[config.mk]
export PLATFORM = sky130hd
export DESIGN_NAME = rc_serial_frame_encoder
export DESIGN_NICKNAME = d
export VERILOG_FILES = /design/src/design/rcsfe_pkg.sv /design/src/design/rc_serial_frame_encoder.sv /design/src/design/rcsfe_queue.sv /design/src/design/rcsfe_front.sv /design/src/design/rcsfe_back.sv
export SDC_FILE = /design/constraint.sdc
export NUM_CORES = 1
export LEC_CHECK = 0
export BUFFER_PORTS_ARGS = -buffer_cell sky130_fd_sc_hd__buf_2
export CAP_MARGIN = 20
export CORE_ASPECT_RATIO = 1.75
export CORE_MARGIN = 2
export CORE_UTILIZATION = 45
export CTS_CLUSTER_SIZE = 16
export DETAILED_ROUTE_END_ITERATION = 6
export SETUP_SLACK_MARGIN = 0.1
export SYNTH_ARGS = -nofsm -noshare
export SYNTH_HDL_FRONTEND = slang
export SYNTH_SLANG_ARGS = --single-unit
[constraint.sdc]
create_clock -name clk -period 8.8 [get_ports clk]
set_input_delay 1.76 -clock clk [delete_from_list [all_inputs] [get_ports clk]]
set_output_delay 1.76 -clock clk [all_outputs]
set_load 0.02 [all_outputs]
[src/design/rcsfe_pkg.sv]
// Shared types, constants and the CRC8 step for the RC serial frame encoder.
`timescale 1ns / 1ps

package rcsfe_pkg;

  localparam int MAX_INPUTS = 8;
  localparam int QUEUE_DEPTH = 2;

  localparam int CFG_INDEX_W = 1;
  localparam int CFG_DATA_W = 3;

  localparam logic [CFG_INDEX_W-1:0] CFG_PROTOCOL = 1'b0;
  localparam logic [CFG_INDEX_W-1:0] CFG_THROTTLE = 1'b1;

  localparam logic [1:0] PROTO_IBUS = 2'd0;
  localparam logic [1:0] PROTO_SBUS = 2'd1;
  localparam logic [1:0] PROTO_CRSF = 2'd2;
  localparam logic [1:0] PROTO_NONE = 2'd3;

  localparam logic [1:0] PROTOCOL_RESET = PROTO_IBUS;
  localparam logic [2:0] THROTTLE_RESET = 3'd2;

  localparam logic [15:0] PULSE_MIN = 16'd1000;
  localparam logic [15:0] PULSE_MID = 16'd1500;
  localparam logic [15:0] PULSE_MAX = 16'd2000;
  localparam logic [10:0] PACKED_MID = 11'd992;
  // ceil(819 * 2^18 / 500): exact floor(d * 819 / 500) for d up to 500
  localparam logic [18:0] SCALE_MUL = 19'd429392;
  localparam int SCALE_SHIFT = 18;

  localparam logic [7:0] IBUS_HDR0 = 8'h20;
  localparam logic [7:0] IBUS_HDR1 = 8'h40;
  localparam logic [7:0] SBUS_HDR = 8'h0F;
  localparam logic [7:0] SBUS_FAILSAFE = 8'h08;
  localparam logic [7:0] CRSF_ADDR = 8'hC8;
  localparam logic [7:0] CRSF_LEN = 8'd24;
  localparam logic [7:0] CRSF_TYPE = 8'h16;
  localparam logic [7:0] CRC_POLY = 8'hD5;

  typedef struct packed {
    logic [15:0] channel_0;
    logic [15:0] channel_1;
    logic [15:0] channel_2;
    logic [15:0] channel_3;
    logic [15:0] channel_4;
    logic [15:0] channel_5;
    logic [15:0] channel_6;
    logic [15:0] channel_7;
    logic        failsafe;
  } in_data_t;

  typedef struct packed {
    logic [7:0] frame_byte;
    logic       frame_end;
  } out_data_t;

  typedef struct packed {
    logic [1:0] protocol;
    logic       failsafe;
  } frame_ctl_t;

  function automatic logic [7:0] crc8_byte(input logic [7:0] c);
    logic [7:0] r;
    r = c;
    for (int b = 0; b < 8; b++) begin
      r = r[7] ? ((r << 1) ^ CRC_POLY) : (r << 1);
    end
    return r;
  endfunction

endpackage

[src/design/rc_serial_frame_encoder.sv]
// Top level of the RC serial frame encoder (iBUS, SBUS, CRSF).
//
//   channel  direction  payload                     transfer when
//   in_      input      rcsfe_pkg::in_data_t        in_valid & in_ready
//   out_     output     rcsfe_pkg::out_data_t       out_valid & out_ready
//   cfg_     input      cfg_index, cfg_data         cfg_valid & cfg_ready
//
// Output: one frame byte per cycle while out_ready is high; a frame is 32 (iBUS), 25 (SBUS)
// or 26 (CRSF) bytes, set by the byte serializer. The front scales one channel per cycle through
// one multiplier, min(INPUT_CHANNELS, 8) channels per item, then pushes the item, overlapped
// with output through a two-entry queue; the next item is taken in the push state.
// Dropped items (failsafe in iBUS/CRSF, protocol 3) are accepted at the front and not queued.
// Reset is synchronous active low; no clearing pass. cfg_ready is always high.
// Output back-pressure stalls the serializer, then the queue, then in_ready.
`timescale 1ns / 1ps

module rc_serial_frame_encoder #(
  parameter int INPUT_CHANNELS = 8
) (
  input  logic                              clk,
  input  logic                              rst_n,
  input  logic                              cfg_valid,
  output logic                              cfg_ready,
  input  logic [rcsfe_pkg::CFG_INDEX_W-1:0] cfg_index,
  input  logic [rcsfe_pkg::CFG_DATA_W-1:0]  cfg_data,
  input  logic                              in_valid,
  output logic                              in_ready,
  input  rcsfe_pkg::in_data_t               in_data,
  output logic                              out_valid,
  input  logic                              out_ready,
  output rcsfe_pkg::out_data_t              out_data
);

  localparam int NCH = (INPUT_CHANNELS < rcsfe_pkg::MAX_INPUTS) ?
                       INPUT_CHANNELS : rcsfe_pkg::MAX_INPUTS;
  localparam int DW = $bits(rcsfe_pkg::frame_ctl_t) + NCH * 16;

  logic          push_valid, push_ready;
  logic [DW-1:0] push_data;
  logic          pop_valid, pop_ready;
  logic [DW-1:0] pop_data;

  rcsfe_front #(
    .NCH (NCH)
  ) u_front (
    .clk        (clk),
    .rst_n      (rst_n),
    .cfg_valid  (cfg_valid),
    .cfg_ready  (cfg_ready),
    .cfg_index  (cfg_index),
    .cfg_data   (cfg_data),
    .in_valid   (in_valid),
    .in_ready   (in_ready),
    .in_data    (in_data),
    .push_valid (push_valid),
    .push_ready (push_ready),
    .push_data  (push_data)
  );

  rcsfe_queue #(
    .WIDTH (DW),
    .DEPTH (rcsfe_pkg::QUEUE_DEPTH)
  ) u_queue (
    .clk        (clk),
    .rst_n      (rst_n),
    .push_valid (push_valid),
    .push_ready (push_ready),
    .push_data  (push_data),
    .pop_valid  (pop_valid),
    .pop_ready  (pop_ready),
    .pop_data   (pop_data)
  );

  rcsfe_back #(
    .NCH (NCH)
  ) u_back (
    .clk       (clk),
    .rst_n     (rst_n),
    .pop_valid (pop_valid),
    .pop_ready (pop_ready),
    .pop_data  (pop_data),
    .out_valid (out_valid),
    .out_ready (out_ready),
    .out_data  (out_data)
  );

endmodule

[src/design/rcsfe_queue.sv]
// Short FIFO between the channel scaler and the byte serializer.
`timescale 1ns / 1ps

module rcsfe_queue #(
  parameter int WIDTH = 131,
  parameter int DEPTH = 2
) (
  input  logic             clk,
  input  logic             rst_n,
  input  logic             push_valid,
  output logic             push_ready,
  input  logic [WIDTH-1:0] push_data,
  output logic             pop_valid,
  input  logic             pop_ready,
  output logic [WIDTH-1:0] pop_data
);

  localparam int PW = (DEPTH > 1) ? $clog2(DEPTH) : 1;
  localparam int CW = $clog2(DEPTH + 1);

  logic [WIDTH-1:0] mem_r [DEPTH];
  logic [PW-1:0]    wr_ptr_r, wr_ptr_nxt;
  logic [PW-1:0]    rd_ptr_r, rd_ptr_nxt;
  logic [CW-1:0]    cnt_r, cnt_nxt;
  logic             do_push, do_pop;

  assign push_ready = cnt_r != CW'(DEPTH);
  assign pop_valid  = cnt_r != '0;
  assign pop_data   = mem_r[rd_ptr_r];
  assign do_push    = push_valid && push_ready;
  assign do_pop     = pop_valid && pop_ready;

  always_comb begin
    wr_ptr_nxt = wr_ptr_r;
    rd_ptr_nxt = rd_ptr_r;
    cnt_nxt    = cnt_r;
    if (do_push) begin
      wr_ptr_nxt = (wr_ptr_r == PW'(DEPTH - 1)) ? '0 : wr_ptr_r + 1'b1;
    end
    if (do_pop) begin
      rd_ptr_nxt = (rd_ptr_r == PW'(DEPTH - 1)) ? '0 : rd_ptr_r + 1'b1;
    end
    if (do_push && !do_pop) begin
      cnt_nxt = cnt_r + 1'b1;
    end else if (do_pop && !do_push) begin
      cnt_nxt = cnt_r - 1'b1;
    end
  end

  always_ff @(posedge clk) begin
    if (!rst_n) begin
      wr_ptr_r <= '0;
      rd_ptr_r <= '0;
      cnt_r    <= '0;
    end else begin
      wr_ptr_r <= wr_ptr_nxt;
      rd_ptr_r <= rd_ptr_nxt;
      cnt_r    <= cnt_nxt;
    end
  end

  always_ff @(posedge clk) begin
    if (do_push) begin
      mem_r[wr_ptr_r] <= push_data;
    end
  end

`ifndef ASSERT_OFF
  a_cnt_bound: assert property (@(posedge clk) disable iff (!rst_n)
    cnt_r <= CW'(DEPTH))
    else $error("queue occupancy above depth");
`endif

endmodule

[src/design/rcsfe_front.sv]
// Front end: config registers, item intake, failsafe substitution and channel scaling.
`timescale 1ns / 1ps

module rcsfe_front #(
  parameter int NCH = 8
) (
  input  logic                                clk,
  input  logic                                rst_n,
  input  logic                                cfg_valid,
  output logic                                cfg_ready,
  input  logic [rcsfe_pkg::CFG_INDEX_W-1:0]   cfg_index,
  input  logic [rcsfe_pkg::CFG_DATA_W-1:0]    cfg_data,
  input  logic                                in_valid,
  output logic                                in_ready,
  input  rcsfe_pkg::in_data_t                 in_data,
  output logic                                push_valid,
  input  logic                                push_ready,
  output logic [$bits(rcsfe_pkg::frame_ctl_t)+NCH*16-1:0] push_data
);

  localparam int CW = (NCH > 1) ? $clog2(NCH) : 1;

  localparam logic [1:0] ST_IDLE = 2'd0;
  localparam logic [1:0] ST_SCAN = 2'd1;
  localparam logic [1:0] ST_PUSH = 2'd2;

  logic [1:0]            state_r, state_nxt;
  logic [CW-1:0]         scan_idx_r, scan_idx_nxt;
  logic [1:0]            protocol_r;
  logic [2:0]            throttle_r;
  rcsfe_pkg::in_data_t   in_r;
  rcsfe_pkg::frame_ctl_t ctl_r;
  logic [NCH-1:0][15:0]  vals_r;

  logic                  accept, drop, scan_last;
  logic [7:0][15:0]      ch_arr;
  logic [2:0]            sel;
  logic [15:0]           v_sub, v_clamp;
  logic                  pos;
  logic [8:0]            delta;
  logic [27:0]           prod;
  logic [9:0]            q;
  logic [10:0]           scaled;
  logic [15:0]           val_cur;

  assign cfg_ready = 1'b1;

  always_ff @(posedge clk) begin
    if (!rst_n) begin
      protocol_r <= rcsfe_pkg::PROTOCOL_RESET;
      throttle_r <= rcsfe_pkg::THROTTLE_RESET;
    end else if (cfg_valid) begin
      unique case (cfg_index)
        rcsfe_pkg::CFG_PROTOCOL: protocol_r <= cfg_data[1:0];
        rcsfe_pkg::CFG_THROTTLE: throttle_r <= cfg_data[2:0];
        default: ;
      endcase
    end
  end

  assign accept     = in_valid && in_ready;
  assign drop       = (protocol_r == rcsfe_pkg::PROTO_NONE) ||
                      (in_data.failsafe && protocol_r != rcsfe_pkg::PROTO_SBUS);
  assign in_ready   = (state_r == ST_IDLE) || (state_r == ST_PUSH && push_ready);
  assign push_valid = state_r == ST_PUSH;
  assign push_data  = {ctl_r, vals_r};
  assign scan_last  = scan_idx_r == CW'(NCH - 1);

  always_comb begin
    state_nxt    = state_r;
    scan_idx_nxt = scan_idx_r;
    unique case (state_r)
      ST_IDLE: begin
        if (accept && !drop) begin
          state_nxt = ST_SCAN;
        end
      end
      ST_SCAN: begin
        scan_idx_nxt = scan_idx_r + 1'b1;
        if (scan_last) begin
          state_nxt = ST_PUSH;
        end
      end
      ST_PUSH: begin
        if (push_ready) begin
          state_nxt = (accept && !drop) ? ST_SCAN : ST_IDLE;
        end
      end
      default: state_nxt = ST_IDLE;
    endcase
    if (accept) begin
      scan_idx_nxt = '0;
    end
  end

  always_ff @(posedge clk) begin
    if (!rst_n) begin
      state_r    <= ST_IDLE;
      scan_idx_r <= '0;
    end else begin
      state_r    <= state_nxt;
      scan_idx_r <= scan_idx_nxt;
    end
  end

  always_ff @(posedge clk) begin
    if (accept) begin
      in_r           <= in_data;
      ctl_r.protocol <= protocol_r;
      ctl_r.failsafe <= in_data.failsafe;
    end
  end

  assign ch_arr[0] = in_r.channel_0;
  assign ch_arr[1] = in_r.channel_1;
  assign ch_arr[2] = in_r.channel_2;
  assign ch_arr[3] = in_r.channel_3;
  assign ch_arr[4] = in_r.channel_4;
  assign ch_arr[5] = in_r.channel_5;
  assign ch_arr[6] = in_r.channel_6;
  assign ch_arr[7] = in_r.channel_7;

  // one channel per cycle through a single constant multiplier
  always_comb begin
    sel = 3'(scan_idx_r);
    if (in_r.failsafe) begin
      v_sub = (throttle_r == sel) ? rcsfe_pkg::PULSE_MIN : rcsfe_pkg::PULSE_MID;
    end else begin
      v_sub = ch_arr[sel];
    end
    if (v_sub < rcsfe_pkg::PULSE_MIN) begin
      v_clamp = rcsfe_pkg::PULSE_MIN;
    end else if (v_sub > rcsfe_pkg::PULSE_MAX) begin
      v_clamp = rcsfe_pkg::PULSE_MAX;
    end else begin
      v_clamp = v_sub;
    end
    pos    = v_clamp >= rcsfe_pkg::PULSE_MID;
    delta  = pos ? 9'(v_clamp - rcsfe_pkg::PULSE_MID) : 9'(rcsfe_pkg::PULSE_MID - v_clamp);
    prod   = 28'(delta) * 28'(rcsfe_pkg::SCALE_MUL);
    q      = prod[rcsfe_pkg::SCALE_SHIFT +: 10];
    scaled = pos ? (rcsfe_pkg::PACKED_MID + 11'(q)) : (rcsfe_pkg::PACKED_MID - 11'(q));
    val_cur = (ctl_r.protocol == rcsfe_pkg::PROTO_IBUS) ? v_sub : 16'(scaled);
  end

  for (genvar i = 0; i < NCH; i++) begin : g_lane
    always_ff @(posedge clk) begin
      if (state_r == ST_SCAN && scan_idx_r == CW'(i)) begin
        vals_r[i] <= val_cur;
      end
    end
  end

`ifndef ASSERT_OFF
  a_push_kind: assert property (@(posedge clk) disable iff (!rst_n)
    push_valid |-> (ctl_r.protocol != rcsfe_pkg::PROTO_NONE) &&
                   (!ctl_r.failsafe || ctl_r.protocol == rcsfe_pkg::PROTO_SBUS))
    else $error("queued a frame that should have been dropped");
`endif

endmodule

[src/design/rcsfe_back.sv]
// Back end: serializes one queued frame into protocol bytes with checksum (iBUS) or CRC (CRSF).
`timescale 1ns / 1ps

module rcsfe_back #(
  parameter int NCH = 8
) (
  input  logic                   clk,
  input  logic                   rst_n,
  input  logic                   pop_valid,
  output logic                   pop_ready,
  input  logic [$bits(rcsfe_pkg::frame_ctl_t)+NCH*16-1:0] pop_data,
  output logic                   out_valid,
  input  logic                   out_ready,
  output rcsfe_pkg::out_data_t   out_data
);

  localparam int DW = $bits(rcsfe_pkg::frame_ctl_t) + NCH * 16;

  logic                  active_r, active_nxt;
  logic [4:0]            idx_r, idx_nxt;
  logic [DW-1:0]         desc_r;
  logic [15:0]           sum_r;
  logic [7:0]            crc_r;
  logic                  out_valid_r, out_valid_nxt;
  rcsfe_pkg::out_data_t  out_data_r;

  rcsfe_pkg::frame_ctl_t ctl;
  logic [NCH-1:0][15:0]  vals;
  logic [15:0][10:0]     pch;
  logic [31:0][7:0]      pkb;
  logic [15:0][15:0]     ibch;
  logic [3:0]            ib_sel;
  logic [15:0]           ib_word;
  logic [7:0]            byte_cur;
  logic                  last;
  logic                  out_load;

  assign ctl  = desc_r[DW-1 -: $bits(rcsfe_pkg::frame_ctl_t)];
  assign vals = desc_r[NCH*16-1:0];

  for (genvar c = 0; c < 16; c++) begin : g_ch
    if (c < NCH) begin : g_in
      assign pch[c]  = vals[c][10:0];
      assign ibch[c] = vals[c];
    end else begin : g_fix
      assign pch[c]  = rcsfe_pkg::PACKED_MID;
      assign ibch[c] = rcsfe_pkg::PULSE_MID;
    end
  end

  assign pkb     = {80'h0, pch};
  assign ib_sel  = 4'((idx_r - 5'd2) >> 1);
  assign ib_word = ibch[ib_sel];

  always_comb begin
    byte_cur = 8'h00;
    last     = 1'b0;
    unique case (ctl.protocol)
      rcsfe_pkg::PROTO_IBUS: begin
        last = idx_r == 5'd31;
        if (idx_r == 5'd0) begin
          byte_cur = rcsfe_pkg::IBUS_HDR0;
        end else if (idx_r == 5'd1) begin
          byte_cur = rcsfe_pkg::IBUS_HDR1;
        end else if (idx_r < 5'd30) begin
          byte_cur = idx_r[0] ? ib_word[15:8] : ib_word[7:0];
        end else if (idx_r == 5'd30) begin
          byte_cur = ~sum_r[7:0];
        end else begin
          byte_cur = ~sum_r[15:8];
        end
      end
      rcsfe_pkg::PROTO_SBUS: begin
        last = idx_r == 5'd24;
        if (idx_r == 5'd0) begin
          byte_cur = rcsfe_pkg::SBUS_HDR;
        end else if (idx_r < 5'd23) begin
          byte_cur = pkb[idx_r - 5'd1];
        end else if (idx_r == 5'd23) begin
          byte_cur = ctl.failsafe ? rcsfe_pkg::SBUS_FAILSAFE : 8'h00;
        end else begin
          byte_cur = 8'h00;
        end
      end
      rcsfe_pkg::PROTO_CRSF: begin
        last = idx_r == 5'd25;
        if (idx_r == 5'd0) begin
          byte_cur = rcsfe_pkg::CRSF_ADDR;
        end else if (idx_r == 5'd1) begin
          byte_cur = rcsfe_pkg::CRSF_LEN;
        end else if (idx_r == 5'd2) begin
          byte_cur = rcsfe_pkg::CRSF_TYPE;
        end else if (idx_r < 5'd25) begin
          byte_cur = pkb[idx_r - 5'd3];
        end else begin
          byte_cur = crc_r;
        end
      end
      default: last = 1'b1;
    endcase
  end

  assign out_load  = active_r && (!out_valid_r || out_ready);
  assign pop_ready = !active_r || (out_load && last);

  always_comb begin
    active_nxt    = active_r;
    idx_nxt       = idx_r;
    out_valid_nxt = out_valid_r;
    if (out_load) begin
      out_valid_nxt = 1'b1;
      idx_nxt       = idx_r + 1'b1;
    end else if (out_ready) begin
      out_valid_nxt = 1'b0;
    end
    if (pop_ready) begin
      active_nxt = pop_valid;
      idx_nxt    = '0;
    end
  end

  always_ff @(posedge clk) begin
    if (!rst_n) begin
      active_r    <= 1'b0;
      idx_r       <= '0;
      out_valid_r <= 1'b0;
    end else begin
      active_r    <= active_nxt;
      idx_r       <= idx_nxt;
      out_valid_r <= out_valid_nxt;
    end
  end

  always_ff @(posedge clk) begin
    if (pop_valid && pop_ready) begin
      desc_r <= pop_data;
    end
    if (out_load) begin
      out_data_r.frame_byte <= byte_cur;
      out_data_r.frame_end  <= last;
      // checksum covers the header and channel bytes only
      if (idx_r < 5'd30) begin
        sum_r <= ((idx_r == 5'd0) ? 16'h0 : sum_r) + 16'(byte_cur);
      end
      crc_r <= rcsfe_pkg::crc8_byte(((idx_r == 5'd2) ? 8'h00 : crc_r) ^ byte_cur);
    end
  end

  assign out_valid = out_valid_r;
  assign out_data  = out_data_r;

`ifndef ASSERT_OFF
  a_idx_bound: assert property (@(posedge clk) disable iff (!rst_n)
    active_r |-> idx_r <= 5'd31 &&
      (ctl.protocol != rcsfe_pkg::PROTO_SBUS || idx_r <= 5'd24) &&
      (ctl.protocol != rcsfe_pkg::PROTO_CRSF || idx_r <= 5'd25))
    else $error("byte index ran past frame length");

  a_first_byte: assert property (@(posedge clk) disable iff (!rst_n)
    out_load && idx_r == 5'd0 |=>
      out_data_r.frame_byte == rcsfe_pkg::IBUS_HDR0 ||
      out_data_r.frame_byte == rcsfe_pkg::SBUS_HDR ||
      out_data_r.frame_byte == rcsfe_pkg::CRSF_ADDR)
    else $error("frame did not open with a header byte");

  a_end_last: assert property (@(posedge clk) disable iff (!rst_n)
    out_load |=> out_data_r.frame_end == (idx_r == 5'd0 || !active_r))
    else $error("frame end flag out of step with byte index");
`endif

endmodule
==> summary.md <==
| Metric | Value |
|---|---|
| Share of flip-flops with an asynchronous set or reset after synthesis | `0` |
| Leakage power | `0.0132 uW` |
| Final setup violating endpoints | `0` |
| Number of pins exceeding their max-slew limit in the final report | `0` |
| Sequential fraction of the synthesis area | `0.655` |
| Number of nets with antenna violations after detailed routing | `0` |
| Netlist area before placement | `32000 um^2` |
| Gp weighted congestion | `0.964` |
| Via count of the first global-routing pass | `19200` |
| Post-synth top area cell | `sky130_fd_sc_hd__edfxtp_1` |
| Cell-internal power | `9910 uW` |
| Placed Cells | `3085` |
| Max_cap viols | `0` |
| Fraction of power consumed by the clock network | `0.187` |
| Final setup skew | `0.0324 ns` |
| Number of buffers and inverters on the critical path | `6` |
| Count of buffers from port buffering | `148` |
| Register Area | `21000 um^2` |
| Reg-to-reg critical path startpoint | `u_front.scan_idx_r[0]` |
| Fraction of layout instances using a drive strength above 1 | `0.324` |
| Final design utilization | `0.532` |
| Worst min-delay path category | `register to register` |
| Number of iterations in the first detailed-routing pass | `6` |
| Worst-path cell with the longest stage delay | `sky130_fd_sc_hd__fa_1` |
| Reg clk slew, reported paths | `0.07 ns` |
| Layout overhead on the synthesized area | `17.1%` |
| Floorplan core area | `70500 um^2` |
| Net count reported at finish | `2510` |
| Non-filler cells in the finished layout | `3223` |
| Required time of the critical path | `9.10 ns` |
| Worst-case vdd ir drop | `0.480 mV` |
| Fraction of post-synthesis cell area in the top cell type by area | `0.642` |
| Quantity of hold-fixing buffers added after cts | `0` |
| CP most frequent cell | `sky130_fd_sc_hd__buf_4` |
| Crit-path max FO | `8` |
| Switching share of total power | `0.373` |
| Count of yosys warnings during synthesis | `0` |
| Kind of end point of the critical path | `register` |
| TritonCTS clock tree | `built` |
| Peak per-stage delay on the critical path | `0.60 ns` |
| Die H | `357 um` |
| Startpoint of the most critical setup path | `u_front.scan_idx_r[0]` |
| Pin slew with the least headroom to its limit | `1.07 ns` |
| Maximum number of pins on one net before global-route repair | `77` |
| Setup repair after global routing missed its margin | `yes` |
| Overall track demand over capacity in global routing | `0.219` |
| H-tree level count | `3` |
| Power spent charging and discharging nets | `5900 uW` |
| Total number of placement rows | `129` |
| Global-route wire length before repair | `117000 um` |
| Final HPWL from detailed placement | `57500 um` |
| Worst setup SP type | `register` |
| Fillcell total | `5635` |
| Floorplan die area | `73400 um^2` |
| Residual DRC count | `0` |
| Overflow after GRT | `0` |
| Clock latency of the later-clocked register in the worst-skew pair | `0.63 ns` |
| Die outline width | `206 um` |
| Initial antenna violation count | `0` |
| Number of clock buffers inserted by TritonCTS | `66` |
| Hold wc startpoint | `u_front.push_data[17]` |
| CTS Root Buffer Type | `sky130_fd_sc_hd__clkbuf_16` |
| Share of the cycle needed by the critical path after routing | `0.969` |
| Count of distinct cell types in the synthesized netlist | `91` |
| Drt via density | `5.60` |
| Synthesized area per cell | `16.0 um^2` |
| Routed wire length per instance | `24.8 um` |
| Final hold violation count | `0` |
| Slew margin rel. | `0.281` |
| Status | `finished, final reports clean` |
| Power per cell area | `422 nW/um^2` |
| Total via count after detailed routing | `18000` |
| Fin crit period | `8.53 ns` |
| Most common flop cell mapped by yosys | `sky130_fd_sc_hd__edfxtp_1` |
| Worst EP arrival | `8.82 ns` |
| Critical path type | `register to register` |
| Boundary pin count | `150` |
| Longest Clk Path Bufs | `3` |
| DRC marker count from the first detailed-route iteration | `954` |
| Post-synth EDFFs | `685` |
| Number of clock sinks | `706` |
| Most area-consuming cells after synthesis | `sky130_fd_sc_hd__edfxtp_1, sky130_fd_sc_hd__mux4_2, sky130_fd_sc_hd__mux2_2` |
| Total Routed Length | `79800 um` |
| Peak Freq | `117 MHz` |
| Cell type group with the largest total delay on the critical path | `compound AO/OA/AOI/OAI gates` |
| Fraction of power consumed by sequential logic | `0.328` |
| Diode count | `0` |
| Cells after synthesis | `1999` |
| Initial standard-cell utilization of the core | `0.454` |
| Post-synthesis register bit count | `706` |
| Combinational cell fraction of total power | `0.485` |
| Multi-input gate area in the final layout | `10900 um^2` |
layer usage:
layer,GRT usage,share of wire,vias up
met2,0.410,0.55,520
li1,-,-,8241
met1,0.229,0.35,9091
met4,0.138,0.068,0
met3,0.0295,0.037,197
met5,0,0,-
registers in the layout, indices dropped and copies added (netlist names):
name / cells
u_back.active_r: 1
u_back.crc_r: 8
u_back.desc_r: 131
u_back.idx_r: 5
u_back.out_data: 9
u_back.out_valid: 1
u_back.sum_r: 16
u_front.ch_arr: 128
u_front.in_r: 1
u_front.protocol_r: 2
u_front.push_data: 130
u_front.scan_idx_r: 3
u_front.state_r: 2
u_front.throttle_r: 3
u_queue.cnt_r: 2
u_queue.mem_r: 262
u_queue.rd_ptr_r: 1
u_queue.wr_ptr_r: 1
area by class of cell:
type,count,area share
flip-flops and latches,706,0.560
multi-input cells,1112,0.291
clock inverters,47,0.0156
clock buffers,71,0.0451
repair buffers,276,0.0482
well taps,917,0.0306
inverters,94,0.00948
final timing paths:
kind | slack (ns) | depth (start not counted) | to
max | 0.27 | 36 | u_front.push_data[102]
max reg2reg | 0.27 | 36 | u_front.push_data[102]
min | 0.43 | 0 | u_queue.mem_r[0][17]
min reg2reg | 0.43 | 0 | u_queue.mem_r[0][17]
cell families (layout without fill, tap and decap cells):
kind of cell	after synthesis	count (layout)	synth area share
other cells	2	4	0.000234
mux	268	268	0.125
buf+inv	183	488	0.0241
fa+ha+maj	116	116	0.0512
xor+xnor	87	87	0.0284
flops	706	706	0.655
compound gates	288	288	0.0626
simple gates	349	349	0.0527
power by group through the flow:
stage                     sequential (uW)  combinational [uW]  clock [uW]
after global placement               5240                6480           0
after global routing                 5210                8340        3160
after floorplan                      5020                4120           0
final                                5180                7660        2960
after detailed placement             5260                6570           0
after CTS                            5180                6750        3040
repair_timing:
| item | CTS | global route |
|---|---|---|
| cloned | 0 | 2 |
| pin swaps | 6 | 52 |
| setup endpoints to repair | 48 | 80 |
| gates resized for setup | 16 | 106 |
| buffers inserted | 4 | 14 |
metrics by stage:
step                cell area (um^2)  setup slack (ns)  total power (uW)  TNS (ns)  hold slack, ns
detailed placement             34500            -0.161             11800     -3.16           0.429
finish                         37500             0.273             15800         0           0.432
global placement               34500            0.0815             11700         0           0.422
global route                   37500          -0.00165             16700  -0.00327           0.433
floorplan                      32100             0.135              9140         0           0.421
CTS                            36800             0.102             15000         0           0.421
placed cells by master, fill, tap and decap left out, types with 44 or more instances in the layout:
| master | instances |
|---|---|
| sky130_fd_sc_hd__a21oi_1 | 57 |
| sky130_fd_sc_hd__buf_2 | 148 |
| sky130_fd_sc_hd__buf_4 | 115 |
| sky130_fd_sc_hd__clkbuf_16 | 69 |
| sky130_fd_sc_hd__edfxtp_1 | 685 |
| sky130_fd_sc_hd__ha_1 | 73 |
| sky130_fd_sc_hd__inv_1 | 85 |
| sky130_fd_sc_hd__mux2_2 | 140 |
| sky130_fd_sc_hd__mux4_2 | 91 |
| sky130_fd_sc_hd__nand2_1 | 111 |
| sky130_fd_sc_hd__nor2_1 | 63 |
| sky130_fd_sc_hd__xnor2_1 | 44 |
cells in the mapped netlist, types with 27 or more instances:
| master | number |
|---|---|
| sky130_fd_sc_hd__a21oi_1 | 65 |
| sky130_fd_sc_hd__and2_1 | 28 |
| sky130_fd_sc_hd__buf_2 | 28 |
| sky130_fd_sc_hd__clkbuf_1 | 45 |
| sky130_fd_sc_hd__edfxtp_1 | 685 |
| sky130_fd_sc_hd__ha_1 | 91 |
| sky130_fd_sc_hd__inv_1 | 92 |
| sky130_fd_sc_hd__mux2_2 | 141 |
| sky130_fd_sc_hd__mux2i_1 | 33 |
| sky130_fd_sc_hd__mux4_2 | 91 |
| sky130_fd_sc_hd__nand2_1 | 112 |
| sky130_fd_sc_hd__nand3_1 | 32 |
| sky130_fd_sc_hd__nor2_1 | 68 |
| sky130_fd_sc_hd__nor3_1 | 27 |
| sky130_fd_sc_hd__o21ai_0 | 42 |
| sky130_fd_sc_hd__xnor2_1 | 49 |
(Power assumes the default switching activity.)
